### src/rtl/core/ppvc_pkg.sv
// Shared types and constants for the planar velocity controller.
package ppvc_pkg;

    localparam int CoordW   = 32;
    localparam int CfgW     = 24;
    localparam int CfgAddrW = 2;
    localparam int OpW      = 2;
    localparam int MagW     = 33;
    localparam int ProdW    = 57;
    localparam int MulSteps = 24;
    localparam int DivSteps = 57;
    localparam int SqrtSteps = 32;
    localparam int CntW     = 6;

    localparam logic [CfgW-1:0] GainRst = 24'd32768;
    localparam logic [CfgW-1:0] MaxSpeedRst = 24'd65536;
    localparam logic [CfgW-1:0] TolRst = 24'd13107;
    localparam logic [CfgW-1:0] MinSpeedRst = 24'd19661;

    typedef enum logic [OpW-1:0] {
        OP_GOAL = 2'd0,
        OP_MEAS = 2'd1,
        OP_TICK = 2'd2,
        OP_RSVD = 2'd3
    } op_t;

    typedef enum logic [CfgAddrW-1:0] {
        REG_GAIN     = 2'd0,
        REG_MAX      = 2'd1,
        REG_TOL      = 2'd2,
        REG_MIN      = 2'd3
    } cfg_idx_t;

    typedef enum logic [4:0] {
        U_NONE, U_ERR, U_PX, U_PY, U_LIM, U_NX, U_QX, U_NY, U_QY,
        U_SX, U_SY, U_MN2, U_RT, U_BX, U_BQX, U_BY, U_BQY
    } uop_t;

    typedef struct packed {
        logic start;
        uop_t uop;
        logic ld_goal;
        logic ld_meas;
        logic emit;
    } dp_cmd_t;

    typedef struct packed {
        logic done;
        logic limited;
        logic boost;
        logic reached;
    } dp_stat_t;

endpackage

### src/rtl/core/planar_p_velocity_controller_core.sv
// Top level of the planar proportional velocity controller.
//
// Input items arrive on s_axis: tuser carries the opcode (goal, position,
// tick), tdata the x and y coordinates. A goal is kept only once a position
// has been seen. A tick with an active goal yields one item on m_axis with
// the x and y velocity and the reached flag; other items yield nothing.
// Registers are to be written through cfg_we/cfg_addr/cfg_data only while
// idle; the block itself does not enforce this. A tick runs a sequencer
// over one shared shift-add multiplier (24 steps), a restoring divider (57
// steps) and a square root unit (32 steps). The plain case runs the error,
// the gain products, the limit check and the squares; the speed limit adds
// a multiply and divide per axis, the minimum speed scaling a square root
// and a multiply and divide per axis. s_axis_tready is high only between
// ticks. The result sits in an output register; a stalled receiver holds
// it while goal and position items are still taken, and the next tick's
// result waits for it. Reset clears the goal and position flags, loads the
// register defaults and drops m_axis_tvalid.
module planar_p_velocity_controller_core
    import ppvc_pkg::*;
(
    input  logic                clk,
    input  logic                rst_n,
    input  logic                s_axis_tvalid,
    output logic                s_axis_tready,
    input  logic [63:0]         s_axis_tdata,   // coord_x, coord_y
    input  logic [OpW-1:0]      s_axis_tuser,   // opcode
    output logic                m_axis_tvalid,
    input  logic                m_axis_tready,
    output logic [71:0]         m_axis_tdata,   // vel_x, vel_y, reached, zero pad
    input  logic                cfg_we,
    input  logic [CfgAddrW-1:0] cfg_addr,
    input  logic [CfgW-1:0]     cfg_data
);

    dp_cmd_t           cmd;
    dp_stat_t          stat;
    logic [CoordW-1:0] vel_x, vel_y;
    logic              reached;

    ppvc_ctrl u_ctrl (
        .clk       (clk),
        .rst_n     (rst_n),
        .in_valid  (s_axis_tvalid),
        .in_ready  (s_axis_tready),
        .opcode    (s_axis_tuser),
        .out_valid (m_axis_tvalid),
        .out_ready (m_axis_tready),
        .cmd       (cmd),
        .stat      (stat)
    );

    ppvc_dp u_dp (
        .clk      (clk),
        .rst_n    (rst_n),
        .cfg_we   (cfg_we),
        .cfg_addr (cfg_addr),
        .cfg_data (cfg_data),
        .coord_x  (s_axis_tdata[31:0]),
        .coord_y  (s_axis_tdata[63:32]),
        .cmd      (cmd),
        .stat     (stat),
        .vel_x    (vel_x),
        .vel_y    (vel_y),
        .reached  (reached)
    );

    assign m_axis_tdata = {7'd0, reached, vel_y, vel_x};

endmodule

### src/rtl/core/ppvc_dp.sv
// Datapath: goal and position store, shared shift-add multiplier, divider and square root.
module ppvc_dp
    import ppvc_pkg::*;
(
    input  logic                clk,
    input  logic                rst_n,
    input  logic                cfg_we,
    input  logic [CfgAddrW-1:0] cfg_addr,
    input  logic [CfgW-1:0]     cfg_data,
    input  logic [CoordW-1:0]   coord_x,
    input  logic [CoordW-1:0]   coord_y,
    input  dp_cmd_t             cmd,
    output dp_stat_t            stat,
    output logic [CoordW-1:0]   vel_x,
    output logic [CoordW-1:0]   vel_y,
    output logic                reached
);

    logic [CfgW-1:0]   gain_reg, max_reg, tol_reg, min_reg;
    logic [CoordW-1:0] tgt_x_reg, tgt_y_reg, meas_x_reg, meas_y_reg;
    logic [MagW-1:0]   ax_reg, ay_reg, m_reg;
    logic              negx_reg, negy_reg, reached_reg, limited_reg;
    logic [ProdW-1:0]  px_reg, py_reg, vx_reg, vy_reg, num_reg;
    logic [48:0]       s2_reg;
    logic [47:0]       mn2_reg;
    logic [31:0]       r_reg;
    uop_t              uop_reg;
    logic              busy_reg, done_reg;
    logic [CntW-1:0]   cnt_reg;
    logic [ProdW-1:0]  p_reg, p_next;
    logic [MagW-1:0]   mcand_reg, mul_a;
    logic [CfgW-1:0]   mul_b;
    logic [ProdW-1:0]  dvd_reg, dvd_next;
    logic [MagW-1:0]   rem_reg, rem_next, dvs_reg;
    logic [63:0]       sx_reg, sres_reg, sbit_reg, sx_next, sres_next;
    logic [MagW:0]     dx, dy, msum, rem_sh;
    logic [MagW-1:0]   ax, ay;
    logic [63:0]       trial;
    logic [39:0]       lim;
    logic [CoordW-1:0] vel_x_reg, vel_y_reg;
    logic              out_reached_reg;

    function automatic logic [CoordW-1:0] with_sign(input logic [ProdW-1:0] m,
                                                    input logic neg);
        logic [CoordW-1:0] r;
        if (m > ProdW'(32'h7FFFFFFF))
            r = neg ? 32'h80000000 : 32'h7FFFFFFF;
        else
            r = neg ? (32'd0 - m[CoordW-1:0]) : m[CoordW-1:0];
        return r;
    endfunction

    assign dx = {{2{tgt_x_reg[31]}}, tgt_x_reg} - {{2{meas_x_reg[31]}}, meas_x_reg};
    assign dy = {{2{tgt_y_reg[31]}}, tgt_y_reg} - {{2{meas_y_reg[31]}}, meas_y_reg};
    assign ax = dx[MagW] ? MagW'(-dx) : dx[MagW-1:0];
    assign ay = dy[MagW] ? MagW'(-dy) : dy[MagW-1:0];
    assign lim = {max_reg, 16'd0};

    always_comb
    begin
        mul_a = ax_reg;
        mul_b = gain_reg;
        case (cmd.uop)
            U_PX:  begin mul_a = ax_reg;               mul_b = gain_reg;       end
            U_PY:  begin mul_a = ay_reg;               mul_b = gain_reg;       end
            U_NX:  begin mul_a = ax_reg;               mul_b = max_reg;        end
            U_NY:  begin mul_a = ay_reg;               mul_b = max_reg;        end
            U_SX:  begin mul_a = vx_reg[MagW-1:0];     mul_b = vx_reg[23:0];   end
            U_SY:  begin mul_a = vy_reg[MagW-1:0];     mul_b = vy_reg[23:0];   end
            U_MN2: begin mul_a = {9'd0, min_reg};      mul_b = min_reg;        end
            U_BX:  begin mul_a = vx_reg[MagW-1:0];     mul_b = min_reg;        end
            U_BY:  begin mul_a = vy_reg[MagW-1:0];     mul_b = min_reg;        end
            default: ;
        endcase
    end

    assign msum   = {1'b0, p_reg[ProdW-1:24]} + (p_reg[0] ? {1'b0, mcand_reg} : '0);
    assign p_next = {msum, p_reg[23:1]};

    assign rem_sh = {rem_reg, dvd_reg[ProdW-1]};
    always_comb
    begin
        if (rem_sh >= {1'b0, dvs_reg})
        begin
            rem_next = MagW'(rem_sh - {1'b0, dvs_reg});
            dvd_next = {dvd_reg[ProdW-2:0], 1'b1};
        end
        else
        begin
            rem_next = rem_sh[MagW-1:0];
            dvd_next = {dvd_reg[ProdW-2:0], 1'b0};
        end
    end

    assign trial = sres_reg + sbit_reg;
    always_comb
    begin
        if (sx_reg >= trial)
        begin
            sx_next   = sx_reg - trial;
            sres_next = (sres_reg >> 1) + sbit_reg;
        end
        else
        begin
            sx_next   = sx_reg;
            sres_next = sres_reg >> 1;
        end
    end

    always_ff @(posedge clk or negedge rst_n)
    begin
        if (!rst_n)
        begin
            gain_reg   <= GainRst;
            max_reg    <= MaxSpeedRst;
            tol_reg    <= TolRst;
            min_reg    <= MinSpeedRst;
            tgt_x_reg  <= '0;
            tgt_y_reg  <= '0;
            meas_x_reg <= '0;
            meas_y_reg <= '0;
            busy_reg   <= 1'b0;
            done_reg   <= 1'b0;
            cnt_reg    <= '0;
            uop_reg    <= U_NONE;
        end
        else
        begin
            if (cfg_we)
            begin
                unique case (cfg_idx_t'(cfg_addr))
                    REG_GAIN: gain_reg <= cfg_data;
                    REG_MAX:  max_reg  <= cfg_data;
                    REG_TOL:  tol_reg  <= cfg_data;
                    REG_MIN:  min_reg  <= cfg_data;
                    default: ;
                endcase
            end
            if (cmd.ld_goal)
            begin
                tgt_x_reg <= coord_x;
                tgt_y_reg <= coord_y;
            end
            if (cmd.ld_meas)
            begin
                meas_x_reg <= coord_x;
                meas_y_reg <= coord_y;
            end
            done_reg <= busy_reg && (cnt_reg == '0);
            if (cmd.start)
            begin
                uop_reg  <= cmd.uop;
                busy_reg <= 1'b1;
                cnt_reg  <= '0;
                case (cmd.uop)
                    U_PX, U_PY, U_NX, U_NY, U_SX, U_SY, U_MN2, U_BX, U_BY:
                        cnt_reg <= CntW'(MulSteps);
                    U_QX, U_QY, U_BQX, U_BQY:
                        cnt_reg <= CntW'(DivSteps);
                    U_RT:
                        cnt_reg <= CntW'(SqrtSteps);
                    default: ;
                endcase
            end
            else if (busy_reg)
            begin
                if (cnt_reg == '0)
                    busy_reg <= 1'b0;
                else
                    cnt_reg <= cnt_reg - 1'b1;
            end
        end
    end

    always_ff @(posedge clk)
    begin
        if (cmd.start)
        begin
            mcand_reg <= mul_a;
            p_reg     <= {33'd0, mul_b};
            rem_reg   <= '0;
            case (cmd.uop)
                U_ERR:
                begin
                    ax_reg      <= ax;
                    ay_reg      <= ay;
                    negx_reg    <= dx[MagW];
                    negy_reg    <= dy[MagW];
                    reached_reg <= (ax < {9'd0, tol_reg}) && (ay < {9'd0, tol_reg});
                end
                U_LIM:
                begin
                    limited_reg <= (px_reg > ProdW'(lim)) || (py_reg > ProdW'(lim));
                    m_reg       <= (ax_reg > ay_reg) ? ax_reg : ay_reg;
                    vx_reg      <= px_reg >> 16;
                    vy_reg      <= py_reg >> 16;
                end
                U_QX, U_QY:
                begin
                    dvd_reg <= num_reg;
                    dvs_reg <= m_reg;
                end
                U_BQX, U_BQY:
                begin
                    dvd_reg <= num_reg << 8;
                    dvs_reg <= {1'b0, r_reg};
                end
                U_RT:
                begin
                    sx_reg   <= {s2_reg[47:0], 16'd0};
                    sres_reg <= '0;
                    sbit_reg <= 64'd1 << 62;
                end
                default: ;
            endcase
        end
        else if (busy_reg)
        begin
            if (cnt_reg != '0)
            begin
                p_reg    <= p_next;
                rem_reg  <= rem_next;
                dvd_reg  <= dvd_next;
                sx_reg   <= sx_next;
                sres_reg <= sres_next;
                sbit_reg <= sbit_reg >> 2;
            end
            else
            begin
                case (uop_reg)
                    U_PX:  px_reg  <= p_reg;
                    U_PY:  py_reg  <= p_reg;
                    U_NX, U_NY, U_BX, U_BY: num_reg <= p_reg;
                    U_SX:  s2_reg  <= p_reg[48:0];
                    U_SY:  s2_reg  <= s2_reg + p_reg[48:0];
                    U_MN2: mn2_reg <= p_reg[47:0];
                    U_QX, U_BQX: vx_reg <= dvd_reg;
                    U_QY, U_BQY: vy_reg <= dvd_reg;
                    U_RT:  r_reg   <= sres_reg[31:0];
                    default: ;
                endcase
            end
        end
        if (cmd.emit)
        begin
            vel_x_reg       <= with_sign(vx_reg, negx_reg);
            vel_y_reg       <= with_sign(vy_reg, negy_reg);
            out_reached_reg <= reached_reg;
        end
    end

    assign stat.done    = done_reg;
    assign stat.limited = limited_reg;
    assign stat.boost   = (s2_reg != '0) && (s2_reg < {1'b0, mn2_reg});
    assign stat.reached = reached_reg;
    assign vel_x   = vel_x_reg;
    assign vel_y   = vel_y_reg;
    assign reached = out_reached_reg;

endmodule

### src/rtl/core/ppvc_ctrl.sv
// Controller: item decode, goal state and the step sequencer for one tick.
module ppvc_ctrl
    import ppvc_pkg::*;
(
    input  logic           clk,
    input  logic           rst_n,
    input  logic           in_valid,
    output logic           in_ready,
    input  logic [OpW-1:0] opcode,
    output logic           out_valid,
    input  logic           out_ready,
    output dp_cmd_t        cmd,
    input  dp_stat_t       stat
);

    typedef enum logic [4:0] {
        ST_IDLE, ST_ERR, ST_PX, ST_PY, ST_LIM, ST_NX, ST_QX, ST_NY, ST_QY,
        ST_SX, ST_SY, ST_MN2, ST_RT, ST_BX, ST_BQX, ST_BY, ST_BQY, ST_EMIT
    } state_t;

    state_t state_reg;
    logic   issued_reg, start_reg, goal_active_reg, pos_seen_reg, out_valid_reg;
    uop_t   uop_reg, step_uop;
    logic   accept, emit;

    always_comb
    begin
        unique case (state_reg)
            ST_ERR:  step_uop = U_ERR;
            ST_PX:   step_uop = U_PX;
            ST_PY:   step_uop = U_PY;
            ST_LIM:  step_uop = U_LIM;
            ST_NX:   step_uop = U_NX;
            ST_QX:   step_uop = U_QX;
            ST_NY:   step_uop = U_NY;
            ST_QY:   step_uop = U_QY;
            ST_SX:   step_uop = U_SX;
            ST_SY:   step_uop = U_SY;
            ST_MN2:  step_uop = U_MN2;
            ST_RT:   step_uop = U_RT;
            ST_BX:   step_uop = U_BX;
            ST_BQX:  step_uop = U_BQX;
            ST_BY:   step_uop = U_BY;
            ST_BQY:  step_uop = U_BQY;
            default: step_uop = U_NONE;
        endcase
    end

    assign in_ready = (state_reg == ST_IDLE);
    assign accept   = in_valid && in_ready;
    assign emit     = (state_reg == ST_EMIT) && (!out_valid_reg || out_ready);

    assign cmd.start   = start_reg;
    assign cmd.uop     = uop_reg;
    assign cmd.ld_goal = accept && (op_t'(opcode) == OP_GOAL) && pos_seen_reg;
    assign cmd.ld_meas = accept && (op_t'(opcode) == OP_MEAS);
    assign cmd.emit    = emit;
    assign out_valid   = out_valid_reg;

    always_ff @(posedge clk or negedge rst_n)
    begin
        if (!rst_n)
        begin
            state_reg       <= ST_IDLE;
            issued_reg      <= 1'b0;
            start_reg       <= 1'b0;
            uop_reg         <= U_NONE;
            goal_active_reg <= 1'b0;
            pos_seen_reg    <= 1'b0;
            out_valid_reg   <= 1'b0;
        end
        else
        begin
            start_reg <= 1'b0;
            if (emit)
                out_valid_reg <= 1'b1;
            else if (out_ready)
                out_valid_reg <= 1'b0;

            if (state_reg == ST_IDLE)
            begin
                if (accept)
                begin
                    case (op_t'(opcode))
                        OP_GOAL: if (pos_seen_reg) goal_active_reg <= 1'b1;
                        OP_MEAS: pos_seen_reg <= 1'b1;
                        OP_TICK: if (goal_active_reg) state_reg <= ST_ERR;
                        default: ;
                    endcase
                end
            end
            else if (state_reg == ST_EMIT)
            begin
                if (emit)
                    state_reg <= ST_IDLE;
            end
            else if (!issued_reg)
            begin
                issued_reg <= 1'b1;
                start_reg  <= 1'b1;
                uop_reg    <= step_uop;
            end
            else if (stat.done)
            begin
                issued_reg <= 1'b0;
                unique case (state_reg)
                    ST_ERR:
                    begin
                        if (stat.reached)
                            goal_active_reg <= 1'b0;
                        state_reg <= ST_PX;
                    end
                    ST_PX:  state_reg <= ST_PY;
                    ST_PY:  state_reg <= ST_LIM;
                    ST_LIM: state_reg <= stat.limited ? ST_NX : ST_SX;
                    ST_NX:  state_reg <= ST_QX;
                    ST_QX:  state_reg <= ST_NY;
                    ST_NY:  state_reg <= ST_QY;
                    ST_QY:  state_reg <= ST_SX;
                    ST_SX:  state_reg <= ST_SY;
                    ST_SY:  state_reg <= ST_MN2;
                    ST_MN2: state_reg <= stat.boost ? ST_RT : ST_EMIT;
                    ST_RT:  state_reg <= ST_BX;
                    ST_BX:  state_reg <= ST_BQX;
                    ST_BQX: state_reg <= ST_BY;
                    ST_BY:  state_reg <= ST_BQY;
                    ST_BQY: state_reg <= ST_EMIT;
                    default: state_reg <= ST_IDLE;
                endcase
            end
        end
    end

endmodule

### config.mk
export PLATFORM = sky130hd
export DESIGN_NAME = planar_p_velocity_controller_core
export DESIGN_NICKNAME = d
export VERILOG_FILES = /design/src/rtl/core/ppvc_pkg.sv /design/src/rtl/core/planar_p_velocity_controller_core.sv /design/src/rtl/core/ppvc_dp.sv /design/src/rtl/core/ppvc_ctrl.sv
export SDC_FILE = /design/constraint.sdc
export NUM_CORES = 2
export LEC_CHECK = 0
export BUFFER_PORTS_ARGS = -buffer_cell sky130_fd_sc_hd__buf_2
export CORE_MARGIN = 3
export CORE_UTILIZATION = 38
export CTS_BUF_LIST = sky130_fd_sc_hd__clkbuf_4 sky130_fd_sc_hd__clkbuf_8
export DETAILED_ROUTE_END_ITERATION = 7
export GPL_TIMING_DRIVEN = 0
export PLACE_DENSITY_LB_ADDON = 0.08
export SETUP_SLACK_MARGIN = 0.5
export SLEW_MARGIN = 20
export SYNTH_ARGS = -nofsm -noshare
export SYNTH_HDL_FRONTEND = slang
export SYNTH_SLANG_ARGS = --single-unit
### constraint.sdc
create_clock -name clk -period 34.3 [get_ports clk]
set_input_delay 3.43 -clock clk [delete_from_list [all_inputs] [get_ports clk]]
set_output_delay 3.43 -clock clk [all_outputs]
set_load 0.01 [all_outputs]
==> flow_results.org <==
** Status
- Status :: finished with violations
- Failing checks :: design-rule violations

** Global route
- The global routing stage identified its most utilized layer as met2.
- For met1 alone, demand over resource in global routing was 0.343.
- Entering global routing, the biggest net connects 86 pins.
- All-layer global routing usage :: 0.258
- After global routing the overflow that remains totals 0.
- The number of global-route vias before repair came to 54,600.
- In the global route stage, met2 resource usage came out at 0.419.
- First-pass GRT wire length :: 367,000 µm
- Number of antenna violations at the first check in global routing :: 28
- Met3 usage in global routing :: 0.0415

** Logic synthesis
- Flip-flop and latch count after synthesis :: 1,207
- For this run, the number of Yosys warnings is 0.
- Post-Synthesis Mean Instance Area :: 10.4 µm²
- Area leader, netlist :: sky130_fd_sc_hd__edfxtp_1
- Ys async rst share :: 0.209
- In the synthesized netlist the dominant register cell turns out to be sky130_fd_sc_hd__edfxtp_1.
- Synth Cell Area :: 71,000 µm²
- In this run, synthesis inferred 889 flip-flops with an integrated enable.
- Number of distinct library cells after synthesis :: 92
- By instance count, the leading cell after synthesis is sky130_fd_sc_hd__edfxtp_1.
- By area the synthesized netlist is led by sky130_fd_sc_hd__edfxtp_1 (38%), sky130_fd_sc_hd__ha_1 (8.6%), sky130_fd_sc_hd__dfrtp_1 (8.2%).
- In the synthesized netlist, the number of instances is 6,804.
- The share of the Yosys chip area taken by registers is 0.484.
- Share of the synthesized area in the top cell type :: 0.376
- Most common library cells after synthesis :: sky130_fd_sc_hd__edfxtp_1 (889), sky130_fd_sc_hd__nand2_1 (825), sky130_fd_sc_hd__ha_1 (490)

** Clocking
- Gates resized during post-CTS repair numbered 0.
- Post-CTS Repair Setup Buffers :: 0
- The clock reaches the later pin of the worst-skew pair after 0.98 ns.
- For this design, the CTS-stage hold fixing added 0 buffers.
- The H-tree was split into 4 levels.
- The clock passes through at most 3 buffers.
- Reg clk slew, reported paths :: 0.06 ns
- Root Buffer Master :: sky130_fd_sc_hd__clkbuf_8
- Clock tree from TritonCTS :: yes
- The number of clock buffers added by TritonCTS is 217.
- Sinks on the clock net :: 1,207

** Worst setup path
- Critical Path Start :: u_dp.sres_reg[2]
- For the worst setup path, the data required time is 34.94 ns.
- The worst setup path is captured at a flip-flop.
- Reg-to-reg startpoint :: u_dp.sres_reg[2]
- Sort of element at the start of the critical path :: flip-flop
- STA puts the critical path data arrival time at 9.64 ns.
- Worst Path Class, Setup :: reg2reg
- Counting stages on the worst path, the most repeated cell is sky130_fd_sc_hd__clkbuf_1.
- Largest stage delay, worst path :: 0.68 ns
- For this design, the slowest cell found on the critical path is sky130_fd_sc_hd__a21boi_4.
- In this run the worst path has a maximum fanout of 21.

** Route
- For this block, the via count after detailed routing is 56,500.
- The detail route stage leaves a number of antenna-violating nets equal to 0.
- For this run, design rule violations remaining after detail routing come to 1.
- Drt first-iter violations :: 5,701
- Wirelength, routed :: 253,000 µm
- Post-detailed-route wirelength per cell :: 25.5 µm
- Dividing the detail-routed via count by the number of cells gives 5.69.
- DRT Pass-1 Iters :: 8

** Power
- Static leakage :: 32.2 nW
- Peak VDD IR :: 0.106 mV
- For this design the total switching power over the nets is 4.35 mW.
- Portion of total power attributed to the clock network :: 0.157
- Pwr per Cell Area :: 116 nW/µm²
- Sequential power share :: 0.283
- Relative contribution of combinational cells to total power :: 0.560
- Sw frac :: 0.463
- The internal portion of the total power is 5.03 mW.

** Timing
- Final hold violations :: 0
- Timing-limited maximum frequency :: 111 MHz
- Max-Slew Margin vs Limit :: 0.218
- Total Neg Setup Slack :: 0 ns
- The max-slew violation count came to 0.
- Final-layout worst hold slack :: 0.477 ns
- Final clock skew :: 0.0439 ns
- Number of failing setup endpoints in the final timing report :: 0
- Setup repair after global routing left no endpoint under its margin.
- Final cycle utilization of the critical path :: 0.262
- At the pin with the least slew margin, the transition time is 1.17 ns.
- The worst path in the final design needs a cycle of 8.99 ns, including I/O delays and setup.

** Finish
- From synthesis to final layout, the design area changed by 13.7%.
- Net count, final :: 7,852
- Share of final-layout standard cells stronger than drive strength 1 :: 0.137

** Job
- Number of max-cap violations :: 0

** Floorplanning
- After floorplanning, the core was sized to cover 186,000 µm².
- Row generation in the floorplan step produced 158 rows.
- The initial utilization of the core area, before any placement, comes to 0.383.
- Die area :: 192,000 µm²
- 171 I/O pins were placed.
- The floorplan step set the die width to 438 µm.
- Measured along the y axis, the die boundary spans 438 µm.

** Placed design
- During placement, the flow inserted port buffers numbering 163.
- The HPWL after detailed placement is 197,000 µm.
- The congestion estimate from routability-driven global placement came to 0.943.

** Min path
- Beginning of the worst hold path :: u_dp.rem_reg[13]
- The min-delay analysis places its worst path in the category reg2reg.
[final cells by class]
cell class | instances | area (µm²)
Inverter | 350 | 1310
Antenna cell | 14 | 35.0
Clock buffer | 316 | 3850
Clock inverter | 93 | 832
Multi-Input combinational cell | 4972 | 34400
Tap cell | 2480 | 3100
Timing Repair Buffer | 230 | 1730
Sequential cell | 1207 | 34300
Fill cell | 17900 | 105000
Buffer | 281 | 1100
[metrics by stage]
| stage | setup WS [ns] | cell area, µm² | instances | utilization | power [mW] |
|---|---|---|---|---|---|
| final | 25.31 | 80700 | 9943 | 0.435 | 9.38 |
| after CTS | 25.34 | 80700 | 9929 | 0.435 | 9.40 |
| after global placement | 11.98 | 75000 | 9453 | 0.404 | 7.82 |
| after global routing | 24.94 | 80700 | 9933 | 0.435 | 10.1 |
| after detailed placement | 25.40 | 76000 | 9520 | 0.409 | 7.87 |
| after floorplan | 20.48 | 71000 | 6810 | - | 6.18 |
[cells in the final DEF, fill, tap and decap left out, types with 175 or more instances in the layout]
master and instances:
sky130_fd_sc_hd__edfxtp_1 889, sky130_fd_sc_hd__nand2_1 824, sky130_fd_sc_hd__ha_1 490, sky130_fd_sc_hd__o21ai_0 415
sky130_fd_sc_hd__a21oi_1 397, sky130_fd_sc_hd__nor2_1 388, sky130_fd_sc_hd__inv_1 347, sky130_fd_sc_hd__mux2_2 302
sky130_fd_sc_hd__clkbuf_1 250, sky130_fd_sc_hd__clkbuf_8 236, sky130_fd_sc_hd__dfrtp_1 233, sky130_fd_sc_hd__xnor2_1 198
sky130_fd_sc_hd__a21o_1 190, sky130_fd_sc_hd__buf_2 175
[power by group through the flow]
stage	clock, mW	sequential, mW	combinational (mW)
after floorplan	0	2.44	3.75
after global placement	0	2.73	5.08
after detailed placement	0	2.67	5.20
after CTS	1.51	2.65	5.24
after global routing	1.57	2.68	5.82
final	1.48	2.66	5.25
[critical path, delay by kind of cell, from the launching register on]
family                     cells  cell delay, ns
buffers and inverters          5            1.58
and+or+nand+nor                4            1.32
adders and majority gates      2            0.68
DFF                            1            0.52
xor gates and xnor gates       1            0.18
AOI/OAI and AO/OA             14            4.34
[layer usage]
layer | vias up | part of all wire
met5 | - | 0.00016
met4 | 6 | 0.040
met3 | 418 | 0.068
met2 | 2123 | 0.47
met1 | 27700 | 0.43
li1 | 26300 | -
[cell families after synthesis]
family,after synthesis,synth area share
buffers and inverters,631,0.0340
DFF,1207,0.484
xor gates and xnor gates,366,0.0451
other,1,0.0000528
adders and majority gates,496,0.0880
and+or+nand+nor,2048,0.137
muxes,364,0.0566
AOI/OAI and AO/OA,1691,0.155
[worst paths after layout]
kind / end / slack (ns) / cells past startpoint
setup / recovery: u_dp.sx_reg[45] / 25.31 / 26
hold / removal: u_dp.rem_reg[13] / 0.48 / 2
setup reg to reg: u_dp.sx_reg[45] / 25.31 / 26
hold reg to reg: u_dp.rem_reg[13] / 0.48 / 2
max in group asynchronous: u_dp.min_reg[14] / 30.53 / 4
min in group asynchronous: u_dp.tgt_y_reg[19] / 2.30 / 1
No activity file was read; power rests on OpenSTA's default activity.
